===== src/rtl/matrix_inverse_3x3_macros.svh =====
// Assertion macros for the 3x3 matrix inverse block.
// Used by the top level; needs clk_i and rst_ni in scope.
`ifndef MATRIX_INVERSE_3X3_MACROS_SVH
`define MATRIX_INVERSE_3X3_MACROS_SVH
`ifndef ASSERT_OFF
`define MI3_ASSERT(lbl, prop, msg) \
  lbl: assert property (@(posedge clk_i) disable iff (!rst_ni) prop) else $error(msg);
`define MI3_ASSERT_NEVER(lbl, expr, msg) \
  lbl: assert property (@(posedge clk_i) disable iff (!rst_ni) !(expr)) else $error(msg);
`else
`define MI3_ASSERT(lbl, prop, msg)
`define MI3_ASSERT_NEVER(lbl, expr, msg)
`endif
`endif


===== src/rtl/mi3_pkg.sv =====
// Shared types, widths and index tables for the 3x3 matrix inverse.
// No dependencies.
`default_nettype none
package mi3_pkg;
  localparam int ElemBits    = 16;
  localparam int CofW        = 2 * ElemBits + 1;
  localparam int ProdW       = CofW + ElemBits;
  localparam int AccW        = ProdW + 2;
  localparam int InvShift    = 24;
  localparam int DetShift    = 8;
  localparam int NumW        = CofW + InvShift;
  localparam int InvW        = 32;
  localparam int DetW        = 48;
  localparam int NumElems    = 9;
  localparam int IdxW        = 4;
  localparam int OpW         = 5;
  localparam int NumMinorOps = 18;
  localparam int NumOps      = 21;
  localparam int DivCntW     = $clog2(NumW + 1);

  typedef enum logic [1:0] {ACC_HOLD, ACC_LOAD, ACC_ADD, ACC_SUB} acc_op_e;

  typedef struct packed {
    logic    mul_en;
    acc_op_e acc_op;
  } mac_ctrl_t;

  typedef struct packed {
    logic [IdxW-1:0] a;
    logic [IdxW-1:0] b;
  } elem_pair_t;

  typedef enum logic [3:0] {
    ST_LOAD, ST_ISSUE, ST_MUL, ST_ACC, ST_STORE, ST_DET, ST_DIVS, ST_DIVW, ST_EMIT
  } st_e;

  // Row-major index of element (rr, cc)
  function automatic logic [IdxW-1:0] elem_index(input logic [1:0] rr, input logic [1:0] cc);
    return {2'b00, rr} + {1'b0, rr, 1'b0} + {2'b00, cc};
  endfunction

  // Split a row-major index into {row, col}
  function automatic logic [3:0] idx_rc(input logic [IdxW-1:0] k);
    logic [3:0] rc;
    case (k)
      4'd0:    rc = {2'd0, 2'd0};
      4'd1:    rc = {2'd0, 2'd1};
      4'd2:    rc = {2'd0, 2'd2};
      4'd3:    rc = {2'd1, 2'd0};
      4'd4:    rc = {2'd1, 2'd1};
      4'd5:    rc = {2'd1, 2'd2};
      4'd6:    rc = {2'd2, 2'd0};
      4'd7:    rc = {2'd2, 2'd1};
      4'd8:    rc = {2'd2, 2'd2};
      default: rc = {2'd0, 2'd0};
    endcase
    return rc;
  endfunction

  // Transposed index: cofactor (c, r) feeds adjugate entry (r, c)
  function automatic logic [IdxW-1:0] transpose_idx(input logic [IdxW-1:0] k);
    logic [3:0] rc;
    rc = idx_rc(k);
    return elem_index(rc[1:0], rc[3:2]);
  endfunction

  // Element operands of each multiply step. Two steps per cofactor; odd
  // cofactors swap the product order so the checkerboard sign comes free.
  // The last three steps take element b of row 0 (cofactor comes from a register).
  function automatic elem_pair_t op_elems(input logic [OpW-1:0] op);
    elem_pair_t p;
    logic [3:0] rc;
    logic [1:0] r0, r1, c0, c1;
    logic       flip;
    rc = idx_rc(op[OpW-1:1]);
    r0 = (rc[3:2] == 2'd0) ? 2'd1 : 2'd0;
    r1 = (rc[3:2] == 2'd2) ? 2'd1 : 2'd2;
    c0 = (rc[1:0] == 2'd0) ? 2'd1 : 2'd0;
    c1 = (rc[1:0] == 2'd2) ? 2'd1 : 2'd2;
    flip = op[0] ^ rc[2] ^ rc[0];
    if (op >= OpW'(NumMinorOps)) begin
      p.a = '0;
      p.b = IdxW'(op - OpW'(NumMinorOps));
    end else if (flip) begin
      p.a = elem_index(r0, c1);
      p.b = elem_index(r1, c0);
    end else begin
      p.a = elem_index(r0, c0);
      p.b = elem_index(r1, c1);
    end
    return p;
  endfunction
endpackage
`default_nettype wire


===== src/rtl/mi3_ram.sv =====
// Generic single-write, single-read RAM with registered read data.
// No dependencies.
`default_nettype none
module mi3_ram #(
  parameter int Width = 16,
  parameter int Depth = 9
) (
  input  wire logic                     clk_i,
  input  wire logic                     we_i,
  input  wire logic [$clog2(Depth)-1:0] waddr_i,
  input  wire logic [Width-1:0]         wdata_i,
  input  wire logic [$clog2(Depth)-1:0] raddr_i,
  output logic      [Width-1:0]         rdata_o
);
  logic [Width-1:0] mem_q [Depth];

  // Write port and registered read port
  always_ff @(posedge clk_i) begin
    if (we_i) begin
      mem_q[waddr_i] <= wdata_i;
    end
    rdata_o <= mem_q[raddr_i];
  end
endmodule
`default_nettype wire


===== src/rtl/mi3_mac.sv =====
// Shared signed multiply-accumulate unit: registered product, then accumulate.
// Depends on mi3_pkg.
`default_nettype none
module mi3_mac import mi3_pkg::*; (
  input  wire logic                   clk_i,
  input  wire logic                   rst_ni,
  input  wire mac_ctrl_t              ctrl_i,
  input  wire logic signed [CofW-1:0] a_i,
  input  wire logic signed [ElemBits-1:0] b_i,
  output logic signed [AccW-1:0]      acc_o
);
  logic signed [ProdW-1:0] prod_q;
  logic signed [AccW-1:0]  prod_ext;
  logic signed [AccW-1:0]  acc_q, acc_d;

  assign prod_ext = {{(AccW-ProdW){prod_q[ProdW-1]}}, prod_q};

  // Select the accumulate operation
  always_comb begin
    case (ctrl_i.acc_op)
      ACC_LOAD: acc_d = prod_ext;
      ACC_ADD:  acc_d = acc_q + prod_ext;
      ACC_SUB:  acc_d = acc_q - prod_ext;
      default:  acc_d = acc_q;
    endcase
  end

  // Hold the product
  always_ff @(posedge clk_i) begin
    if (ctrl_i.mul_en) begin
      prod_q <= a_i * b_i;
    end
  end

  // Hold the accumulator
  always_ff @(posedge clk_i or negedge rst_ni) begin
    if (!rst_ni) begin
      acc_q <= '0;
    end else begin
      acc_q <= acc_d;
    end
  end

  assign acc_o = acc_q;
endmodule
`default_nettype wire


===== src/rtl/mi3_div.sv =====
// Restoring unsigned divider, one quotient bit per cycle.
// Depends on mi3_pkg.
`default_nettype none
module mi3_div import mi3_pkg::*; (
  input  wire logic            clk_i,
  input  wire logic            rst_ni,
  input  wire logic            start_i,
  input  wire logic [NumW-1:0] num_i,
  input  wire logic [AccW-1:0] den_i,
  output logic                 done_o,
  output logic [NumW-1:0]      quo_o
);
  logic               run_q;
  logic               done_q;
  logic [DivCntW-1:0] cnt_q;
  logic [AccW:0]      rem_q;
  logic [AccW-1:0]    den_q;
  logic [NumW-1:0]    nq_q;
  logic [AccW:0]      rem_sh;
  logic               ge;

  // Shift in the next numerator bit and trial-subtract
  assign rem_sh = {rem_q[AccW-1:0], nq_q[NumW-1]};
  assign ge     = rem_sh >= {1'b0, den_q};

  // Advance the control count
  always_ff @(posedge clk_i or negedge rst_ni) begin
    if (!rst_ni) begin
      run_q  <= 1'b0;
      done_q <= 1'b0;
      cnt_q  <= '0;
    end else begin
      done_q <= run_q && (cnt_q == DivCntW'(1));
      if (start_i) begin
        run_q <= 1'b1;
        cnt_q <= DivCntW'(NumW);
      end else if (run_q) begin
        cnt_q <= cnt_q - DivCntW'(1);
        if (cnt_q == DivCntW'(1)) begin
          run_q <= 1'b0;
        end
      end
    end
  end

  // Remainder and quotient shift register
  always_ff @(posedge clk_i) begin
    if (start_i) begin
      rem_q <= '0;
      nq_q  <= num_i;
      den_q <= den_i;
    end else if (run_q) begin
      rem_q <= ge ? (rem_sh - {1'b0, den_q}) : rem_sh;
      nq_q  <= {nq_q[NumW-2:0], ge};
    end
  end

  assign done_o = done_q;
  assign quo_o  = nq_q;
endmodule
`default_nettype wire


===== src/rtl/matrix_inverse_3x3.sv =====
// Top level of the 3x3 matrix inverse: sequencer, element RAMs, cofactor registers.
// Depends on mi3_pkg, mi3_ram, mi3_mac, mi3_div and the assertion macro header.
`default_nettype none
`include "matrix_inverse_3x3_macros.svh"
// Load nine Q8.8 elements one per request (start high while busy is low); the
// ninth raises busy. The block then runs 21 multiply steps on its one shared
// multiply-accumulate unit, each through issue, multiply and accumulate states;
// each cofactor is stored after its second step, then the determinant is taken.
// Each of the nine results then takes one pass of the shared bit-serial divider
// plus a handoff; a singular matrix skips the divider and gives zero results.
// Results appear for one cycle each on strobe_o, in row-major order; the
// receiver cannot stall them. busy drops with the last result's cycle, and
// loading may resume.
module matrix_inverse_3x3 import mi3_pkg::*; (
  input  wire logic                       clk_i,
  input  wire logic                       rst_ni,
  input  wire logic                       start,
  output logic                            busy,
  input  wire logic signed [ElemBits-1:0] element_value_i,
  output logic                            strobe_o,
  output logic signed [InvW-1:0]          inverse_element_o,
  output logic signed [DetW-1:0]          determinant_o,
  output logic                            singular_o,
  output logic                            last_of_run_o
);
  st_e               state_q, state_d;
  logic [IdxW-1:0]   cnt_q, cnt_d;
  logic [OpW-1:0]    op_q, op_d;
  logic [IdxW-1:0]   k_q, k_d;
  logic [CofW-1:0]   cof_q [NumElems];
  logic              sing_q;
  logic              dneg_q;
  logic              neg_q;
  logic [AccW-1:0]   mdet_q;
  logic [DetW-1:0]   detbits_q;
  logic              load_req;
  elem_pair_t        pair;
  logic [ElemBits-1:0] ram_a, ram_b;
  mac_ctrl_t         mac_ctrl;
  logic signed [CofW-1:0] mac_a;
  logic signed [AccW-1:0] acc;
  logic [IdxW-1:0]   cof_idx;
  logic [CofW-1:0]   cof_rd;
  logic [CofW-1:0]   cof_mag;
  logic              div_start, div_done;
  logic [NumW-1:0]   quo;
  logic [AccW-1:0]   det_mag;
  logic [AccW+DetShift-1:0] dout;
  logic [DetW-1:0]   det_bits;
  logic              q_pos_sat, q_neg_sat;
  logic [InvW-1:0]   q_mag, inv_val;
  logic              strobe_q, last_q, singular_q;
  logic [InvW-1:0]   inv_q;
  logic [DetW-1:0]   det_out_q;

  assign load_req = start && !busy;
  assign busy     = (state_q != ST_LOAD);
  assign pair     = op_elems(op_q);

  // Two copies of the element store so both operands read in the same cycle
  mi3_ram #(.Width(ElemBits), .Depth(NumElems)) u_ram_a (
    .clk_i   (clk_i),
    .we_i    (load_req),
    .waddr_i (cnt_q),
    .wdata_i (element_value_i),
    .raddr_i (pair.a),
    .rdata_o (ram_a)
  );

  mi3_ram #(.Width(ElemBits), .Depth(NumElems)) u_ram_b (
    .clk_i   (clk_i),
    .we_i    (load_req),
    .waddr_i (cnt_q),
    .wdata_i (element_value_i),
    .raddr_i (pair.b),
    .rdata_o (ram_b)
  );

  // Single cofactor read point: transposed entry while dividing, row 0 for det
  assign cof_idx = (state_q == ST_DIVS) ? transpose_idx(k_q)
                                        : IdxW'(op_q - OpW'(NumMinorOps));
  assign cof_rd  = cof_q[cof_idx];
  assign cof_mag = cof_rd[CofW-1] ? (~cof_rd + CofW'(1)) : cof_rd;

  assign mac_a = (op_q >= OpW'(NumMinorOps)) ? signed'(cof_rd)
               : signed'({{(CofW-ElemBits){ram_a[ElemBits-1]}}, ram_a});

  mi3_mac u_mac (
    .clk_i  (clk_i),
    .rst_ni (rst_ni),
    .ctrl_i (mac_ctrl),
    .a_i    (mac_a),
    .b_i    (signed'(ram_b)),
    .acc_o  (acc)
  );

  assign div_start = (state_q == ST_DIVS);

  mi3_div u_div (
    .clk_i   (clk_i),
    .rst_ni  (rst_ni),
    .start_i (div_start),
    .num_i   ({cof_mag, {InvShift{1'b0}}}),
    .den_i   (mdet_q),
    .done_o  (div_done),
    .quo_o   (quo)
  );

  // Determinant magnitude and saturated Q16.32 field
  always_comb begin
    logic big;
    det_mag = acc[AccW-1] ? (~acc + AccW'(1)) : acc;
    dout    = {det_mag, {DetShift{1'b0}}};
    if (acc[AccW-1]) begin
      big = (|dout[AccW+DetShift-1:DetW]) || (dout[DetW-1] && (|dout[DetW-2:0]));
      det_bits = big ? (DetW'(0) - {1'b1, {(DetW-1){1'b0}}}) : (DetW'(0) - dout[DetW-1:0]);
    end else begin
      big = |dout[AccW+DetShift-1:DetW-1];
      det_bits = big ? {1'b0, {(DetW-1){1'b1}}} : dout[DetW-1:0];
    end
  end

  // Saturate the quotient into Q16.16
  always_comb begin
    q_pos_sat = |quo[NumW-1:InvW-1];
    q_neg_sat = (|quo[NumW-1:InvW]) || (quo[InvW-1] && (|quo[InvW-2:0]));
    q_mag     = q_neg_sat ? {1'b1, {(InvW-1){1'b0}}} : quo[InvW-1:0];
    if (sing_q) begin
      inv_val = '0;
    end else if (neg_q) begin
      inv_val = InvW'(0) - q_mag;
    end else begin
      inv_val = q_pos_sat ? {1'b0, {(InvW-1){1'b1}}} : quo[InvW-1:0];
    end
  end

  // Next state of the sequencer
  always_comb begin
    state_d = state_q;
    cnt_d   = cnt_q;
    op_d    = op_q;
    k_d     = k_q;
    unique case (state_q)
      ST_LOAD: begin
        if (load_req) begin
          if (cnt_q == IdxW'(NumElems - 1)) begin
            cnt_d   = '0;
            op_d    = '0;
            state_d = ST_ISSUE;
          end else begin
            cnt_d = cnt_q + IdxW'(1);
          end
        end
      end
      ST_ISSUE: state_d = ST_MUL;
      ST_MUL:   state_d = ST_ACC;
      ST_ACC: begin
        if (op_q < OpW'(NumMinorOps) && op_q[0]) begin
          state_d = ST_STORE;
        end else if (op_q == OpW'(NumOps - 1)) begin
          state_d = ST_DET;
        end else begin
          op_d    = op_q + OpW'(1);
          state_d = ST_ISSUE;
        end
      end
      ST_STORE: begin
        op_d    = op_q + OpW'(1);
        state_d = ST_ISSUE;
      end
      ST_DET: begin
        k_d     = '0;
        state_d = (acc == '0) ? ST_EMIT : ST_DIVS;
      end
      ST_DIVS: state_d = ST_DIVW;
      ST_DIVW: begin
        if (div_done) begin
          state_d = ST_EMIT;
        end
      end
      ST_EMIT: begin
        if (k_q == IdxW'(NumElems - 1)) begin
          state_d = ST_LOAD;
        end else begin
          k_d     = k_q + IdxW'(1);
          state_d = sing_q ? ST_EMIT : ST_DIVS;
        end
      end
      default: state_d = ST_LOAD;
    endcase
  end

  // Drive the multiply-accumulate unit
  always_comb begin
    mac_ctrl.mul_en = 1'b0;
    mac_ctrl.acc_op = ACC_HOLD;
    unique case (state_q)
      ST_MUL: mac_ctrl.mul_en = 1'b1;
      ST_ACC: begin
        if (op_q >= OpW'(NumMinorOps)) begin
          mac_ctrl.acc_op = (op_q == OpW'(NumMinorOps)) ? ACC_LOAD : ACC_ADD;
        end else begin
          mac_ctrl.acc_op = op_q[0] ? ACC_SUB : ACC_LOAD;
        end
      end
      default: begin
        mac_ctrl.mul_en = 1'b0;
        mac_ctrl.acc_op = ACC_HOLD;
      end
    endcase
  end

  // Control registers
  always_ff @(posedge clk_i or negedge rst_ni) begin
    if (!rst_ni) begin
      state_q  <= ST_LOAD;
      cnt_q    <= '0;
      op_q     <= '0;
      k_q      <= '0;
      strobe_q <= 1'b0;
    end else begin
      state_q  <= state_d;
      cnt_q    <= cnt_d;
      op_q     <= op_d;
      k_q      <= k_d;
      strobe_q <= (state_q == ST_EMIT);
    end
  end

  // Datapath registers
  always_ff @(posedge clk_i) begin
    if (state_q == ST_STORE) begin
      cof_q[op_q[OpW-1:1]] <= acc[CofW-1:0];
    end
    if (state_q == ST_DET) begin
      sing_q    <= (acc == '0);
      dneg_q    <= acc[AccW-1];
      mdet_q    <= det_mag;
      detbits_q <= (acc == '0) ? '0 : det_bits;
    end
    if (state_q == ST_DIVS) begin
      neg_q <= cof_rd[CofW-1] ^ dneg_q;
    end
    if (state_q == ST_EMIT) begin
      inv_q      <= inv_val;
      det_out_q  <= detbits_q;
      singular_q <= sing_q;
      last_q     <= (k_q == IdxW'(NumElems - 1));
    end
  end

  assign strobe_o          = strobe_q;
  assign inverse_element_o = signed'(inv_q);
  assign determinant_o     = signed'(det_out_q);
  assign singular_o        = singular_q;
  assign last_of_run_o     = last_q;

  // Checks
  `MI3_ASSERT(a_sing_zero, strobe_o && singular_o |-> inverse_element_o == '0, "singular result not zero")
  `MI3_ASSERT(a_ninth_busy, load_req && cnt_q == IdxW'(NumElems - 1) |=> busy, "ninth load did not start work")
  `MI3_ASSERT(a_busy_run, strobe_o && !last_of_run_o |-> busy, "block idle in mid-run")
  `MI3_ASSERT_NEVER(a_strobe_load, strobe_o && state_q == ST_LOAD && !last_of_run_o, "stray result")
endmodule
`default_nettype wire


===== config.mk =====
export PLATFORM = sky130hd
export DESIGN_NAME = matrix_inverse_3x3
export DESIGN_NICKNAME = d
export VERILOG_FILES = /design/src/rtl/mi3_pkg.sv /design/src/rtl/mi3_ram.sv /design/src/rtl/mi3_mac.sv /design/src/rtl/mi3_div.sv /design/src/rtl/matrix_inverse_3x3.sv
export VERILOG_INCLUDE_DIRS = /design/src /design/src/rtl
export SDC_FILE = /design/constraint.sdc
export NUM_CORES = 2
export LEC_CHECK = 0
export ABC_AREA = 1
export BUFFER_PORTS_ARGS = -buffer_cell sky130_fd_sc_hd__buf_2
export CORE_MARGIN = 4
export CORE_UTILIZATION = 55
export CTS_BUF_LIST = sky130_fd_sc_hd__clkbuf_16
export DETAILED_ROUTE_END_ITERATION = 8
export GPL_TIMING_DRIVEN = 0
export PLACE_DENSITY = 0.81
export RECOVER_POWER = 100
export SYNTH_ARGS = -nofsm -noshare
export SYNTH_HDL_FRONTEND = slang
export SYNTH_SLANG_ARGS = --single-unit

===== constraint.sdc =====
create_clock -name clk_i -period 10.41 [get_ports clk_i]
set_input_delay 1.5615 -clock clk_i [delete_from_list [all_inputs] [get_ports clk_i]]
set_output_delay 1.5615 -clock clk_i [all_outputs]
set_load 0.05 [all_outputs]

==> flow_summary_export.csv <==
group,metric,value,unit
layout,syn2layout_area_growth,9.622,%
grt,use_met1,46.11,%
route,drt_iter0_drc,7612,
min_path,hp-start,"mdet_q[0]",
floorplanning,rows,129,
route,first_pass_iters,9,
run_status,violations,"capacitance limit, slew limit",
critical_path,endpoint_kind,"flip-flop",
logic_synthesis,synth_cells,7874,
clocking,clock_sinks,928,
clocking,clk_latency,740,ps
floorplanning,start_util,55.30,%
grt,grt_pass1_wl,361800,µm
layout,drive_gt1_share,6.309,%
critical_path,timing_worst_setup_path_type,"flip-flop to flip-flop",
job,maxCapViolations,11,
critical_path,r2r-end,"u_mac.prod_q[42]",
layout,seqCellArea,26410,µm²
critical_path,worst_r2r_path_depth,43,
logic_synthesis,yosysSeqAreaShare,38.63,%
timing,period_needed,10260,ps
floorplanning,die_area,130000,µm²
timing,worst_slew_pin_slew,4276,ps
logic_synthesis,synth_edf_count,744,
layout,fill_cells,10715,
layout,nets,8929,
critical_path,cp.arrival,10680,ps
grt,busiest_layer,"met2",
logic_synthesis,synth_top_area_cell,"edfxtp_1",
floorplanning,die_y,360.6,µm
logic_synthesis,synth_compound_area_share,9.918,%
route,drc,0,
critical_path,critPathCapture,"u_mac.prod_q[42]",
timing,final_max_slew_viol_count,250,
timing,finClkSkew,83.95,ps
layout,stdcell_count,9879,
layout,diodes,0,
critical_path,path_max_fanout,10,
floorplanning,coreArea,123600,µm²
grt,met2_usage,57.18,%
critical_path,cpMostUsedCell,"fa_1",
route,wl_per_cell,24.62,µm
critical_path,r2r-start,"k_q[1]",
clocking,cts_max_level,3,
clocking,ctsLongestPathBuffers,3,
timing,setup_viol,0,
grt,grt_pass1_vias,58830,
logic_synthesis,synth_top_family_by_area,"simple AND/OR/NAND/NOR gates",
floorplanning,io_pins,103,
route,drt_wl_total,243300,µm
logic_synthesis,syn_area,68380,µm²
logic_synthesis,synth_commonest_cells,"nand2_1, inv_1, nor2_1, edfxtp_1, fa_1",
critical_path,crit_start,"k_q[1]",
logic_synthesis,synth_warnings,0,
grt,grt_use_total,36.76,%
timing,hold_violations,0,
critical_path,worst_ep_required_time,10830,ps
placed_design,io_buffers,102,
logic_synthesis,synth_simple_gate_area_share,19.41,%
placed_design,hpwl,190400,µm
grt,antenna_found_initial,4,
logic_synthesis,synth.mux.area_fraction,0.7320,%
logic_synthesis,async_flop_share,8.297,%
timing,fin_crit_sh,98.55,%
grt,met3_usage,7.236,%
logic_synthesis,synth_xor_area_share,3.074,%
clocking,cts_made_buffers,94,
route,postRouteAntennaNets,0,
timing,slew_headroom,-185.0,%
placed_design,dp_cells,9675,
clocking,root_buffer,"clkbuf_16",
logic_synthesis,synth-seq-cells,928,
min_path,hp-class,"flip-flop to flip-flop",
critical_path,cp_slowest_cell,"fa_1",
logic_synthesis,synthFlopType,"edfxtp_1",
logic_synthesis,syn_avg_cell_area,8.684,µm²
floorplanning,die_w,360.6,µm
logic_synthesis,syn-num-nets,8643,
clocking,clk_pin_slew_worst_paths,60,ps
critical_path,r2r_setup_slack,150,ps
run_status,status,"complete, but fails checks",
route,avgViaCountPerCell,6.012,
logic_synthesis,yosysUniqueCellTypes,66,
logic_synthesis,synthAdderAreaFrac,19.27,%
logic_synthesis,yosysTopAreaCellShare,32.67,%
logic_synthesis,netlist_top_cells_area,"edfxtp_1, fa_1, nand2_1, inv_1, nor2_1",
route,route.vias.total,59391,
critical_path,critPathMaxStageDelay,560,ps
timing,fmax,97.48,MHz
grt,grt_start_max_net_pins,69,
clocking,cts_tree,"built",
logic_synthesis,synth.most_common_cell,"nand2_1",
placed_design,place.gp.congestion,1.024,
grt,overflow,0,
layout,multi_input_area,36200,µm²
critical_path,setup.worst_path.start_class,"flip-flop",
## per-stage QoR
step | hold WS (ps) | setup TNS, ps | util, % | worst slack [ps] | area (µm²)
floorplan | 400.3 | 0 | - | 1423 | 68380
global placement | 400.7 | -83000 | 57.37 | -2192 | 70930
detailed placement | 404.5 | -20060 | 58.07 | -1213 | 71790
CTS | 418.4 | 0 | 60.95 | 17.67 | 75360
global route | 420.8 | -52.05 | 60.62 | -41.55 | 74950
finish | 414.0 | 0 | 60.62 | 151.3 | 74950
## registers in the layout, summed over array words and instances (netlist names), 16 cells and up
signal and flops:
cof_q 297, detbits_q 41, determinant_o 41, inverse_element_o 32, mdet_q 51, u_div.den_q 51, u_div.quo_o 57, u_div.rem_q 51
u_mac.acc_o 51, u_mac.prod_q 49, u_ram_a.mem_q 128, u_ram_a.rdata_o 16, u_ram_b.mem_q 16, u_ram_b.rdata_o 16
## timing repair
| item | in CTS | in global routing |
|---|---|---|
| resized for setup | 93 | 92 |
| setup buffers | 11 | 14 |
| pin swaps | 4 | 8 |
| setup endpoints to repair | 31 | 24 |
| hold buffers | 0 | 0 |
| gates cloned | 0 | 1 |
## critical path, delay by kind of cell, from the launching register on
family | cells | cell delay [ps]
buffers and inverters | 11 | 1430
AO/OA/AOI/OAI | 8 | 1430
flip-flops | 1 | 400
AND/OR/NAND/NOR | 12 | 1550
adder cells (fa/ha/maj) | 11 | 4970
XOR/XNOR | 1 | 120
## how the worst min path moves through the flow
stage	to	slack, ps	depth (start not counted)
2_1_floorplan	determinant_o[10]	400	0
3_3_place_gp	determinant_o[21]	400	0
3_5_place_dp	determinant_o[28]	400	0
4_1_cts	u_div.den_q[27]	420	0
5_1_grt	u_div.den_q[0]	420	0
6_report	u_div.den_q[0]	410	0
## layout by cell type (no fill, tap or decap), types with 176 or more instances in the layout
| master | instances |
|---|---|
| nand2_1 | 1491 |
| inv_1 | 1268 |
| nor2_1 | 872 |
| edfxtp_1 | 744 |
| fa_1 | 502 |
| o21ai_0 | 490 |
| nand3_1 | 464 |
| clkbuf_1 | 329 |
| a21oi_1 | 268 |
| ha_1 | 239 |
| xor2_1 | 176 |
## area by class of cell
class / count / share of cell area [%]
clock buffers: 98 / 3.272
multi-input cells: 5377 / 48.30
clock inverters: 80 / 1.033
inverters: 1291 / 6.487
well taps: 1637 / 2.733
flip-flops and latches: 928 / 35.24
plain buffers: 277 / 1.818
repair buffers: 191 / 1.118
## per-layer routing
layer  wire, µm  share of wire, %
met1      87920                36
met2     108300                45
met3      25070                10
met4      21910               9.0
met5         60             0.025
## cell families (layout without fill, tap and decap cells)
| kind of cell | count (synthesis) | count (layout) |
|---|---|---|
| AND/OR/NAND/NOR | 3158 | 3158 |
| buffers and inverters | 1569 | 1937 |
| AO/OA/AOI/OAI | 1181 | 1181 |
| flip-flops | 928 | 928 |
| adder cells (fa/ha/maj) | 750 | 750 |
| XOR/XNOR | 240 | 240 |
| multiplexers | 48 | 48 |
Power is left out: the tool's default activity adds up to more than one toggle a clock period on the data nets, which glitch-free logic cannot reach.
